### src/design/bre_pkg.sv
package bre_pkg;

  localparam int MASK_W  = 64;
  localparam int SCAN_W  = MASK_W + 1;
  localparam int POS_W   = 6;
  localparam int LEN_W   = 7;

  typedef enum logic {
    S_IDLE,
    S_SCAN
  } state_t;

  typedef struct packed {
    logic [POS_W-1:0] start;
    logic [LEN_W-1:0] endp1;
    logic             more;
  } run_info_t;

  // index of the lowest set bit; 0 if v is all zero
  function automatic logic [LEN_W-1:0] ctz(input logic [SCAN_W-1:0] v);
    logic [LEN_W-1:0] pos;
    pos = '0;
    for (int i = SCAN_W - 1; i >= 0; i--) begin
      if (v[i]) begin
        pos = LEN_W'(i);
      end
    end
    return pos;
  endfunction

endpackage

### src/design/bre_in_if.sv
interface bre_in_if import bre_pkg::*; ();
  logic              valid;
  logic              ready;
  logic [MASK_W-1:0] mask;

  modport source (output valid, output mask, input ready);
  modport sink   (input valid, input mask, output ready);
endinterface

### src/design/bre_out_if.sv
interface bre_out_if import bre_pkg::*; ();
  logic             valid;
  logic             ready;
  logic [POS_W-1:0] run_start;
  logic [POS_W-1:0] run_end;
  logic [LEN_W-1:0] run_length;
  logic [POS_W-1:0] hole_before;
  logic             first_run;
  logic             last;
  logic             empty_res;

  modport source (output valid, output run_start, output run_end, output run_length,
                  output hole_before, output first_run, output last, output empty_res,
                  input ready);
  modport sink   (input valid, input run_start, input run_end, input run_length,
                  input hole_before, input first_run, input last, input empty_res,
                  output ready);
endinterface

### src/design/bre_run_finder.sv
module bre_run_finder
  import bre_pkg::*;
#(
  parameter int W = 64
) (
  input  logic [W-1:0] mask,
  output logic [W-1:0] mask_rest,
  output run_info_t    info
);

  logic [W-1:0] dec;
  logic [W-1:0] lowbit;
  logic [W-1:0] holes;
  logic [W:0]   holes_ext;
  logic [LEN_W-1:0] start_pos;

  // dec clears the lowest set bit and fills the zeros below it
  assign dec       = mask - W'(1);
  assign lowbit    = mask & ~dec;
  assign holes     = ~mask & ~dec;
  assign holes_ext = {1'b1, holes};
  assign mask_rest = mask & (mask + lowbit);

  assign start_pos  = ctz(SCAN_W'(mask));
  assign info.start = start_pos[POS_W-1:0];
  assign info.endp1 = ctz(SCAN_W'(holes_ext));
  assign info.more  = |mask_rest;

endmodule

### src/design/bitmask_run_extractor_core.sv
// Bitmask run extractor.
// in_chan carries one cache-line access mask per item (valid/ready); only the
// low MASK_WIDTH bits are looked at. out_chan carries one item per maximal run
// of set bits, lowest run first: start, end, length, clear bits since the
// previous run, first_run, and last on the final run. An all-clear mask gives
// one item with empty_res and last set and the other fields zero.
// Timing: the mask is registered, then one run is found per cycle while the
// output register is free, by a single subtract/add/priority-encode unit. A
// mask holds the block until its last item is loaded (one item per run, up to
// MASK_WIDTH/2, or one for an all-clear mask); results go to the output register.
// in_chan.ready is high only between masks. Results pass through one output
// register: a stalled receiver holds the current result and freezes the scan
// until it is taken, with no loss.
// Reset (rst_n low, synchronous) drops any mask in progress and any result
// still in the output register; the block then waits for a mask.
module bitmask_run_extractor_core
  import bre_pkg::*;
#(
  parameter int MASK_WIDTH = 64
) (
  input  logic      clk,
  input  logic      rst_n,
  bre_in_if.sink    in_chan,
  bre_out_if.source out_chan
);

  state_t              state_r, state_nxt;
  logic [MASK_WIDTH-1:0] m_r, m_nxt;
  logic                first_r, first_nxt;
  logic [LEN_W-1:0]    prev_endp1_r, prev_endp1_nxt;
  logic                out_valid_r, out_valid_nxt;
  logic [POS_W-1:0]    run_start_r, run_start_nxt;
  logic [POS_W-1:0]    run_end_r, run_end_nxt;
  logic [LEN_W-1:0]    run_length_r, run_length_nxt;
  logic [POS_W-1:0]    hole_before_r, hole_before_nxt;
  logic                first_run_r, first_run_nxt;
  logic                last_r, last_nxt;
  logic                empty_res_r, empty_res_nxt;

  logic [MASK_WIDTH-1:0] mask_rest;
  run_info_t             info;
  logic                  slot_free;
  logic                  load;
  logic [LEN_W-1:0]      hole_full;
  logic [LEN_W-1:0]      end_full;

  bre_run_finder #(.W(MASK_WIDTH)) u_finder (
    .mask      (m_r),
    .mask_rest (mask_rest),
    .info      (info)
  );

  assign in_chan.ready = (state_r == S_IDLE);
  assign slot_free     = !out_valid_r || out_chan.ready;
  assign hole_full     = LEN_W'(info.start) - prev_endp1_r;
  assign end_full      = info.endp1 - LEN_W'(1);

  always_comb begin
    state_nxt       = state_r;
    m_nxt           = m_r;
    first_nxt       = first_r;
    prev_endp1_nxt  = prev_endp1_r;
    load            = 1'b0;
    run_start_nxt   = run_start_r;
    run_end_nxt     = run_end_r;
    run_length_nxt  = run_length_r;
    hole_before_nxt = hole_before_r;
    first_run_nxt   = first_run_r;
    last_nxt        = last_r;
    empty_res_nxt   = empty_res_r;
    case (state_r)
      S_IDLE: begin
        if (in_chan.valid) begin
          m_nxt     = in_chan.mask[MASK_WIDTH-1:0];
          first_nxt = 1'b1;
          state_nxt = S_SCAN;
        end
      end
      S_SCAN: begin
        if (slot_free) begin
          load = 1'b1;
          if (m_r == '0) begin
            run_start_nxt   = '0;
            run_end_nxt     = '0;
            run_length_nxt  = '0;
            hole_before_nxt = '0;
            first_run_nxt   = 1'b0;
            last_nxt        = 1'b1;
            empty_res_nxt   = 1'b1;
            state_nxt       = S_IDLE;
          end else begin
            run_start_nxt   = info.start;
            run_end_nxt     = end_full[POS_W-1:0];
            run_length_nxt  = info.endp1 - LEN_W'(info.start);
            hole_before_nxt = first_r ? '0 : hole_full[POS_W-1:0];
            first_run_nxt   = first_r;
            last_nxt        = !info.more;
            empty_res_nxt   = 1'b0;
            m_nxt           = mask_rest;
            first_nxt       = 1'b0;
            prev_endp1_nxt  = info.endp1;
            if (!info.more) begin
              state_nxt = S_IDLE;
            end
          end
        end
      end
      default: begin
        state_nxt = S_IDLE;
      end
    endcase
    out_valid_nxt = load || (out_valid_r && !out_chan.ready);
  end

  always_ff @(posedge clk) begin
    if (!rst_n) begin
      state_r     <= S_IDLE;
      out_valid_r <= 1'b0;
    end else begin
      state_r     <= state_nxt;
      out_valid_r <= out_valid_nxt;
    end
  end

  always_ff @(posedge clk) begin
    m_r           <= m_nxt;
    first_r       <= first_nxt;
    prev_endp1_r  <= prev_endp1_nxt;
    run_start_r   <= run_start_nxt;
    run_end_r     <= run_end_nxt;
    run_length_r  <= run_length_nxt;
    hole_before_r <= hole_before_nxt;
    first_run_r   <= first_run_nxt;
    last_r        <= last_nxt;
    empty_res_r   <= empty_res_nxt;
  end

  assign out_chan.valid       = out_valid_r;
  assign out_chan.run_start   = run_start_r;
  assign out_chan.run_end     = run_end_r;
  assign out_chan.run_length  = run_length_r;
  assign out_chan.hole_before = hole_before_r;
  assign out_chan.first_run   = first_run_r;
  assign out_chan.last        = last_r;
  assign out_chan.empty_res   = empty_res_r;

endmodule

### src/flat_wrapper.sv
// flat-port wrapper written by rule: the top's interface ports become plain ports
module bitmask_run_extractor_core_flat import bre_pkg::*;
#(
  parameter int MASK_WIDTH = 64
)
  (clk, rst_n, in_chan_valid, in_chan_mask, in_chan_ready, out_chan_valid, out_chan_run_start, out_chan_run_end, out_chan_run_length, out_chan_hole_before, out_chan_first_run, out_chan_last, out_chan_empty_res, out_chan_ready);
  bre_in_if in_chan_i ();
  bre_out_if out_chan_i ();
  input  logic clk;
  input  logic rst_n;
  input wire logic [$bits(in_chan_i.valid)-1:0] in_chan_valid;
  input wire logic [$bits(in_chan_i.mask)-1:0] in_chan_mask;
  output wire logic [$bits(in_chan_i.ready)-1:0] in_chan_ready;
  output wire logic [$bits(out_chan_i.valid)-1:0] out_chan_valid;
  output wire logic [$bits(out_chan_i.run_start)-1:0] out_chan_run_start;
  output wire logic [$bits(out_chan_i.run_end)-1:0] out_chan_run_end;
  output wire logic [$bits(out_chan_i.run_length)-1:0] out_chan_run_length;
  output wire logic [$bits(out_chan_i.hole_before)-1:0] out_chan_hole_before;
  output wire logic [$bits(out_chan_i.first_run)-1:0] out_chan_first_run;
  output wire logic [$bits(out_chan_i.last)-1:0] out_chan_last;
  output wire logic [$bits(out_chan_i.empty_res)-1:0] out_chan_empty_res;
  input wire logic [$bits(out_chan_i.ready)-1:0] out_chan_ready;
  assign in_chan_i.valid = in_chan_valid;
  assign in_chan_i.mask = in_chan_mask;
  assign in_chan_ready = in_chan_i.ready;
  assign out_chan_valid = out_chan_i.valid;
  assign out_chan_run_start = out_chan_i.run_start;
  assign out_chan_run_end = out_chan_i.run_end;
  assign out_chan_run_length = out_chan_i.run_length;
  assign out_chan_hole_before = out_chan_i.hole_before;
  assign out_chan_first_run = out_chan_i.first_run;
  assign out_chan_last = out_chan_i.last;
  assign out_chan_empty_res = out_chan_i.empty_res;
  assign out_chan_i.ready = out_chan_ready;
  bitmask_run_extractor_core #(.MASK_WIDTH(MASK_WIDTH)) u_core (.clk(clk), .rst_n(rst_n), .in_chan(in_chan_i), .out_chan(out_chan_i));
endmodule
### config.mk
export PLATFORM = sky130hd
export DESIGN_NAME = bitmask_run_extractor_core_flat
export DESIGN_NICKNAME = d
export VERILOG_FILES = /design/src/design/bre_pkg.sv /design/src/design/bre_in_if.sv /design/src/design/bre_out_if.sv /design/src/design/bre_run_finder.sv /design/src/design/bitmask_run_extractor_core.sv /design/src/flat_wrapper.sv
export SDC_FILE = /design/constraint.sdc
export NUM_CORES = 1
export LEC_CHECK = 0
export ABC_AREA = 1
export BUFFER_PORTS_ARGS = -buffer_cell sky130_fd_sc_hd__buf_2
export CORE_MARGIN = 2
export CORE_UTILIZATION = 55
export DETAILED_ROUTE_END_ITERATION = 8
export GPL_TIMING_DRIVEN = 0
export PLACE_DENSITY = 0.75
export SYNTH_ARGS = -nofsm -noshare
export SYNTH_HDL_FRONTEND = slang
export SYNTH_SLANG_ARGS = --single-unit
### constraint.sdc
create_clock -name clk -period 20.9 [get_ports clk]
set_input_delay 5.225 -clock clk [delete_from_list [all_inputs] [get_ports clk]]
set_output_delay 5.225 -clock clk [all_outputs]
set_load 0.01 [all_outputs]
==> metrics.txt, run 1 <==
pwr dens 58.2 nW/um2; Yosys reg bits 101; Post-synth top flop edfxtp_1; hold_sp u_core.out_chan.valid$_SDFF_PN0_; GR Util All Layers 0.351; layout cell share with drive strength beyond 1 0.104; final worst slack 12,820 ps; initial core utilization 0.564; setup total negative slack 0 ps; Final Max Slew Viols 0; worst hold endpoint u_core.out_chan.valid$_SDFF_PN0_; final hold vios 0; Root Driver clkbuf_16; worst hold slack 577 ps; crit share post-route 0.387; top post-synthesis cells by area edfxtp_1 29%, nand2_1 17%, nor2_1 12%, inv_1 11%, o21ai_0 4.6%; FILL cells 1,749; deepest clock path buffer count 2; Crit path arrival time 2860 ps; unique cell type count in the Yosys netlist 54; first-pass GRT wire length 54.2 mm; DP Area 11,000 um2; # setup viols final 0; port buffer count 97; post-synth top area cell edfxtp_1; sequential share of the synthesized area 0.297; Die Width 140 um; crit path launch type register; routed vias/inst 5.59; most common cell after layout, fill and taps aside nand2_1; leak pwr 5.50 nW; fin nets 1,870; DP HPWL 28.4 mm; Achievable Freq 124 MHz; Worst Path Max Fanout 11; initial antenna violation count 0; number of diodes 0; syn nets 1,759; design area 11,300 um2; outcome complete, no violations; CP Data Required Time 15,670 ps; number of synthesized flops with an enable pin 99; final std cells w/o fill 2,022; r2r startpoint u_core.m_r[5]$_DFFE_PP_; WHS Path Cells 4; Clock Skews 17.3 ps; Worst-path clk slew 80 ps; CP Class reg2out; R2R cell count 75; area share of the largest cell type after synthesis 0.293; CTS tree built; Routed Antenna Nets 0; endpoint kind of the worst setup timing path primary output; DR WL/cell 17.1 um; max_slew headroom 0.442; pre-CTS setup slack 13,290 ps; Die Ht 140 um; number of global-route vias before repair 10,652; core outline area 18,000 um2; Synth Cell Area 10,200 um2; Least-Margin Pin Slew 837 ps; Hold-fix buffers, CTS 0; peak supply drop 0.0534 mV; full die area 19,600 um2; GPL Wtd Cong 1.00; CTS buffer count 9; max-cap check violation count 0; clock latency on the worst-skew pair 380 ps; Post CTS Setup Buffer Count 0; clk sink count 101; Post-Synthesis Cells 1,677; htree depth 3; unrepaired setup endpoints after global routing false; row cnt 49; total of cells resized after clock tree synthesis 0; hold crit path type reg2reg; fin crit period 8080 ps; most frequent cells in the layout 467 x nand2_1, 330 x nor2_1, 289 x inv_1, 100 x buf_2, 99 x edfxtp_1; total gr overflow 0; Post-synth ARST share 0; Final Routed Wirelength 34.5 mm; YS warnings 0; DRC errors left 0; via count 11,303; DR pass1 iterations 6; R2R Setup Slk 13,970 ps; dpl cells 2,006; RR Endpoint u_core.out_chan.run_length[6]$_SDFFCE_PP0P_; Initial DRC Count 1,064; I/O pin count 98; largest net degree at the start of global routing 31; Mean Syn Cell Area 6.06 um2; Area Growth Syn to Fin 11.6%
layer usage:
layer / GRT usage / routed length, um / vias to the layer above
li1: - / - / 5618
met1: 0.499 / 15500 / 5084
met2: 0.534 / 14700 / 538
met3: 0.0660 / 3210 / 63
met4: 0.135 / 1130 / 0
met5: 0 / 0 / -
worst max path at each step:
stage / startpoint / to / slack, ps / depth (start not counted)
2_1_floorplan: out_chan_ready / u_core.first_r$_DFFE_PP_ / 10430 / 4
3_3_place_gp: out_chan_ready / u_core.m_r[59]$_DFFE_PP_ / 8130 / 5
3_5_place_dp: u_core.state_r$_SDFF_PN0_ / in_chan_ready / 13290 / 5
4_1_cts: u_core.state_r$_SDFF_PN0_ / in_chan_ready / 12890 / 5
5_1_grt: u_core.state_r$_SDFF_PN0_ / in_chan_ready / 12760 / 5
6_report: u_core.state_r$_SDFF_PN0_ / in_chan_ready / 12820 / 5
critical path, stage by stage (launching register included):
cell and delay [ps]:
dfxtp_1 310, clkbuf_1 260, inv_1 370, clkbuf_1 650, clkbuf_1 630, buf_2 260
state kept, by name (all words and copies together) (netlist names):
signal                       cells
u_core.out_chan.empty_res        1
u_core.state_r                   1
u_core.out_chan.first_run        1
u_core.out_chan.run_end          6
u_core.out_chan.valid            1
u_core.out_chan.last             1
u_core.first_r                   1
u_core.out_chan.run_start        6
u_core.out_chan.hole_before      6
u_core.m_r                      64
u_core.out_chan.run_length       7
u_core.prev_endp1_r              6
report_power, final:
part,total [mW],leakage (nW),internal [mW],switching [mW]
registers,0.276,0.994,0.252,0.0240
logic,0.204,4.35,0.0643,0.140
clock network,0.179,0.151,0.0860,0.0929
total,0.659,5.50,0.403,0.257
kinds of logic (layout without fill, tap and decap cells):
logic type | after synthesis | count (layout) | share of synthesized area
adder cells (fa/ha/maj) | 14 | 14 | 0.0187
XOR/XNOR | 5 | 5 | 0.00431
buffers and inverters | 318 | 434 | 0.118
AO/OA/AOI/OAI | 269 | 269 | 0.153
AND/OR/NAND/NOR | 970 | 970 | 0.409
flip-flops | 101 | 101 | 0.297
area by class of cell:
class,count,area [um2],area share
plain buffers,18,71.3,0.00629
clock buffers,9,225,0.0199
clock inverters,7,86.3,0.00762
inverters,300,1130,0.0995
multi-input cells,1258,5960,0.526
flip-flops and latches,101,3010,0.266
well taps,229,287,0.0253
repair buffers,100,561,0.0495
cells in the mapped netlist (3+ instances only):
cell type  number
inv_2          10
o21ai_0        93
buf_2           3
a31oi_1        17
ha_1           12
nand3_1        48
or2_2           3
nand2_1       467
nor3_1         35
o211ai_1        5
nand2_4         7
nor2_8          4
o21bai_1        5
o2111ai_1       7
nor3b_1         3
xor2_1          4
o31ai_1        23
edfxtp_1       99
nor2_4         10
o22ai_1         3
nand4_1        25
o21ai_1         3
a221oi_1        4
nor2_1        331
and2_1          4
nor2_2          9
o21ai_2         4
inv_1         289
clkbuf_1       13
nor4_1          6
nand2_2         8
a21oi_1        92
a22oi_1         4
per-stage QoR:
stage	power [mW]	utilization
4_1_cts	0.655	0.629
6_report	0.659	0.629
5_1_grt	0.695	0.629
2_1_floorplan	0.416	-
3_5_place_dp	0.478	0.611
3_3_place_gp	0.473	0.606
No activity file was read; power rests on OpenSTA's default activity.
==> run 2, diff against run 1 <==
--- a/config.mk
+++ b/config.mk
@@ -11,7 +11,7 @@
 export CORE_UTILIZATION = 55
 export DETAILED_ROUTE_END_ITERATION = 8
 export GPL_TIMING_DRIVEN = 0
-export PLACE_DENSITY = 0.75
+export PLACE_DENSITY = 0.78
 export SYNTH_ARGS = -nofsm -noshare
 export SYNTH_HDL_FRONTEND = slang
 export SYNTH_SLANG_ARGS = --single-unit
==> constraint.sdc (replaced) <==
create_clock -name clk -period 6.5 [get_ports clk]
set_input_delay 1.625 -clock clk [delete_from_list [all_inputs] [get_ports clk]]
set_output_delay 1.625 -clock clk [all_outputs]
set_load 0.01 [all_outputs]
==> run 2 against run 1 <==
Register-to-register slack got worse by 14000 ps. Routed wire length increased by 5.8%. Via count increased by 5.9%. First-iteration DRC count increased by 14%. Die area unchanged. Non-clock buffer count increased by 82. Power increased to 3.4 times the previous value. Global-route usage increased by 0.50 points. Critical path type is now reg2reg. Critical endpoint is now u_core.out_chan.run_length[6]$_SDFFCE_PP0P_.
==> metrics.txt, run 2 (synthesis gave the netlist of run 1 again) <==
r2r startpoint u_core.m_r[27]$_DFFE_PP_; Root Driver clkbuf_16; final hold vios 0 (unchanged); final std cells w/o fill 2,104 (+4.1%); setup total negative slack 0 ps (unchanged); crit path launch type register; layout cell share with drive strength beyond 1 0.184 (+0.0803); GR Util All Layers 0.356 (+0.00501); Hold-fix buffers, CTS 0 (unchanged); fin util 0.685 (+0.0558); Die Ht 140 um (unchanged); endpoint kind of the worst setup timing path register; Crit path top cell by count nand2_1; RR Endpoint u_core.out_chan.run_length[6]$_SDFFCE_PP0P_; via count 11,968 (+5.9%); dpl cells 2,006 (unchanged); Largest Register u_core.m_r; max_slew headroom 0.384 (-0.0579); max reg flops 64 (unchanged); CTS tree built; design area 12,300 um2 (+8.9%); Power, Total 2.24 mW (+240%); hold crit path type reg2reg; number of diodes 0 (unchanged); worst hold slack 574 ps (-2.58 ps); number of global-route vias before repair 10,803 (+1.4%); Final Max Slew Viols 0 (unchanged); Final Routed Wirelength 36.5 mm (+5.8%); DR WL/cell 17.4 um (+1.7%); fin crit period 6440 ps; core outline area 18,000 um2 (unchanged); Crit path largest cell delay 510 ps (-140 ps); Crit path arrival time 6560 ps (+3700 ps); clk sink count 101 (unchanged); # setup viols final 0 (unchanged); CP max-delay cell edfxtp_1; max-cap check violation count 0 (unchanged); pwr dens 181 nW/um2 (+210%); M3 GR Usage 0.0632 (-0.00274); htree depth 3 (unchanged); DR pass1 iterations 6 (unchanged); clock latency on the worst-skew pair 370 ps (about the same); initial core utilization 0.564 (unchanged); Achievable Freq 155 MHz; Routed Antenna Nets 0 (unchanged); I/O pin count 98 (unchanged); leak pwr 5.98 nW (+8.8%); R2R cell count 75 (unchanged); port buffer count 97 (unchanged); peak supply drop 0.180 mV (+240%); first-pass GRT wire length 55.3 mm (+2.0%); routed vias/inst 5.69 (+1.8%); largest net degree at the start of global routing 25 (-19%); met2 Use GR 0.576 (+0.0421); unrepaired setup endpoints after global routing true; Area Growth Syn to Fin 21.5%; crit share post-route 0.991; CP endpoint u_core.out_chan.run_length[6]$_SDFFCE_PP0P_; R2R Setup Slk 60 ps (-13,910 ps); outcome complete, no violations; DRC errors left 0 (unchanged); CP Data Required Time 6620 ps (-9050 ps); Die Width 140 um (unchanged); CTS buffer count 9 (unchanged); total gr overflow 0 (unchanged); Least-Margin Pin Slew 924 ps (+86.9 ps); Worst Path Max Fanout 7 (-4); most common cell after layout, fill and taps aside nand2_1; final worst slack 60.2 ps (-12,760 ps); most frequent cells in the layout 452 x nand2_1, 286 x nor2_1, 283 x inv_1, 99 x buf_2, 99 x edfxtp_1; fin nets 1,952 (+4.4%); CP Class reg2reg; CP Launch Point u_core.m_r[27]$_DFFE_PP_; Clock Skews 14.8 ps (-2.42 ps); Worst-path clk slew 80 ps (about the same); full die area 19,600 um2 (unchanged); deepest clock path buffer count 2 (unchanged); GPL Wtd Cong 1.01 (+0.89%); initial antenna violation count 0 (unchanged); Initial DRC Count 1,218 (+14%); row cnt 49 (unchanged); GRT Max-Usage Layer met2; GR Util met1 0.488 (-0.0108); DP Area 11,000 um2 (about the same); pre-CTS setup slack -333 ps (-13,630 ps); DP HPWL 28.5 mm (+0.43%)
==> run 2: report_power, final <==
| group | internal [mW] | switching, mW | total (mW) |
|---|---|---|---|
| Clock | 0.277 | 0.296 | 0.572 |
| Combinational | 0.272 | 0.509 | 0.782 |
| Sequential | 0.811 | 0.0745 | 0.886 |
==> run 2: worst min-delay path by stage <==
stage	from	to	slack, ps	cells past startpoint
finish	u_core.out_chan.valid$_SDFF_PN0_	u_core.out_chan.valid$_SDFF_PN0_	570	4
global route	u_core.out_chan.valid$_SDFF_PN0_	u_core.out_chan.valid$_SDFF_PN0_	630	4
CTS	u_core.out_chan.valid$_SDFF_PN0_	u_core.out_chan.valid$_SDFF_PN0_	580	4
detailed placement	u_core.out_chan.valid$_SDFF_PN0_	u_core.out_chan.valid$_SDFF_PN0_	560	4
global placement	u_core.out_chan.valid$_SDFF_PN0_	u_core.out_chan.valid$_SDFF_PN0_	540	4
floorplan	u_core.first_r$_DFFE_PP_	u_core.out_chan.first_run$_SDFFCE_PP0P_	530	2
==> run 2: repair_timing <==
action                     4_1_cts  5_1_grt
setup buffers                   18       64
setup endpoints to repair        3       13
pin swaps                        8       38
gates resized for setup         17      112
==> run 2: metal layers <==
layer	routed length (um)	share of wire	up-vias
met5	0	0	-
met4	1300	0.036	0
met3	3600	0.099	91
met2	16400	0.45	668
met1	15200	0.42	5416
li1	-	-	5793
==> run 2: critical path, delay by kind of cell (launching register included) <==
kind | cells | cell delay, ps
flip-flops | 1 | 510
AND/OR/NAND/NOR | 64 | 4240
adder cells (fa/ha/maj) | 2 | 490
AO/OA/AOI/OAI | 4 | 370
buffers and inverters | 5 | 580
==> run 2: area by class of cell <==
type                       count  area, um2
sequential                   101       3010
tap                          229        287
inverter                     300       1140
fill                        1694       5690
clock buffer                   9        225
multi-input combinational   1258       6330
timing repair buffer         182       1190
clock inverter                 7       86.3
buffer                        18       73.8
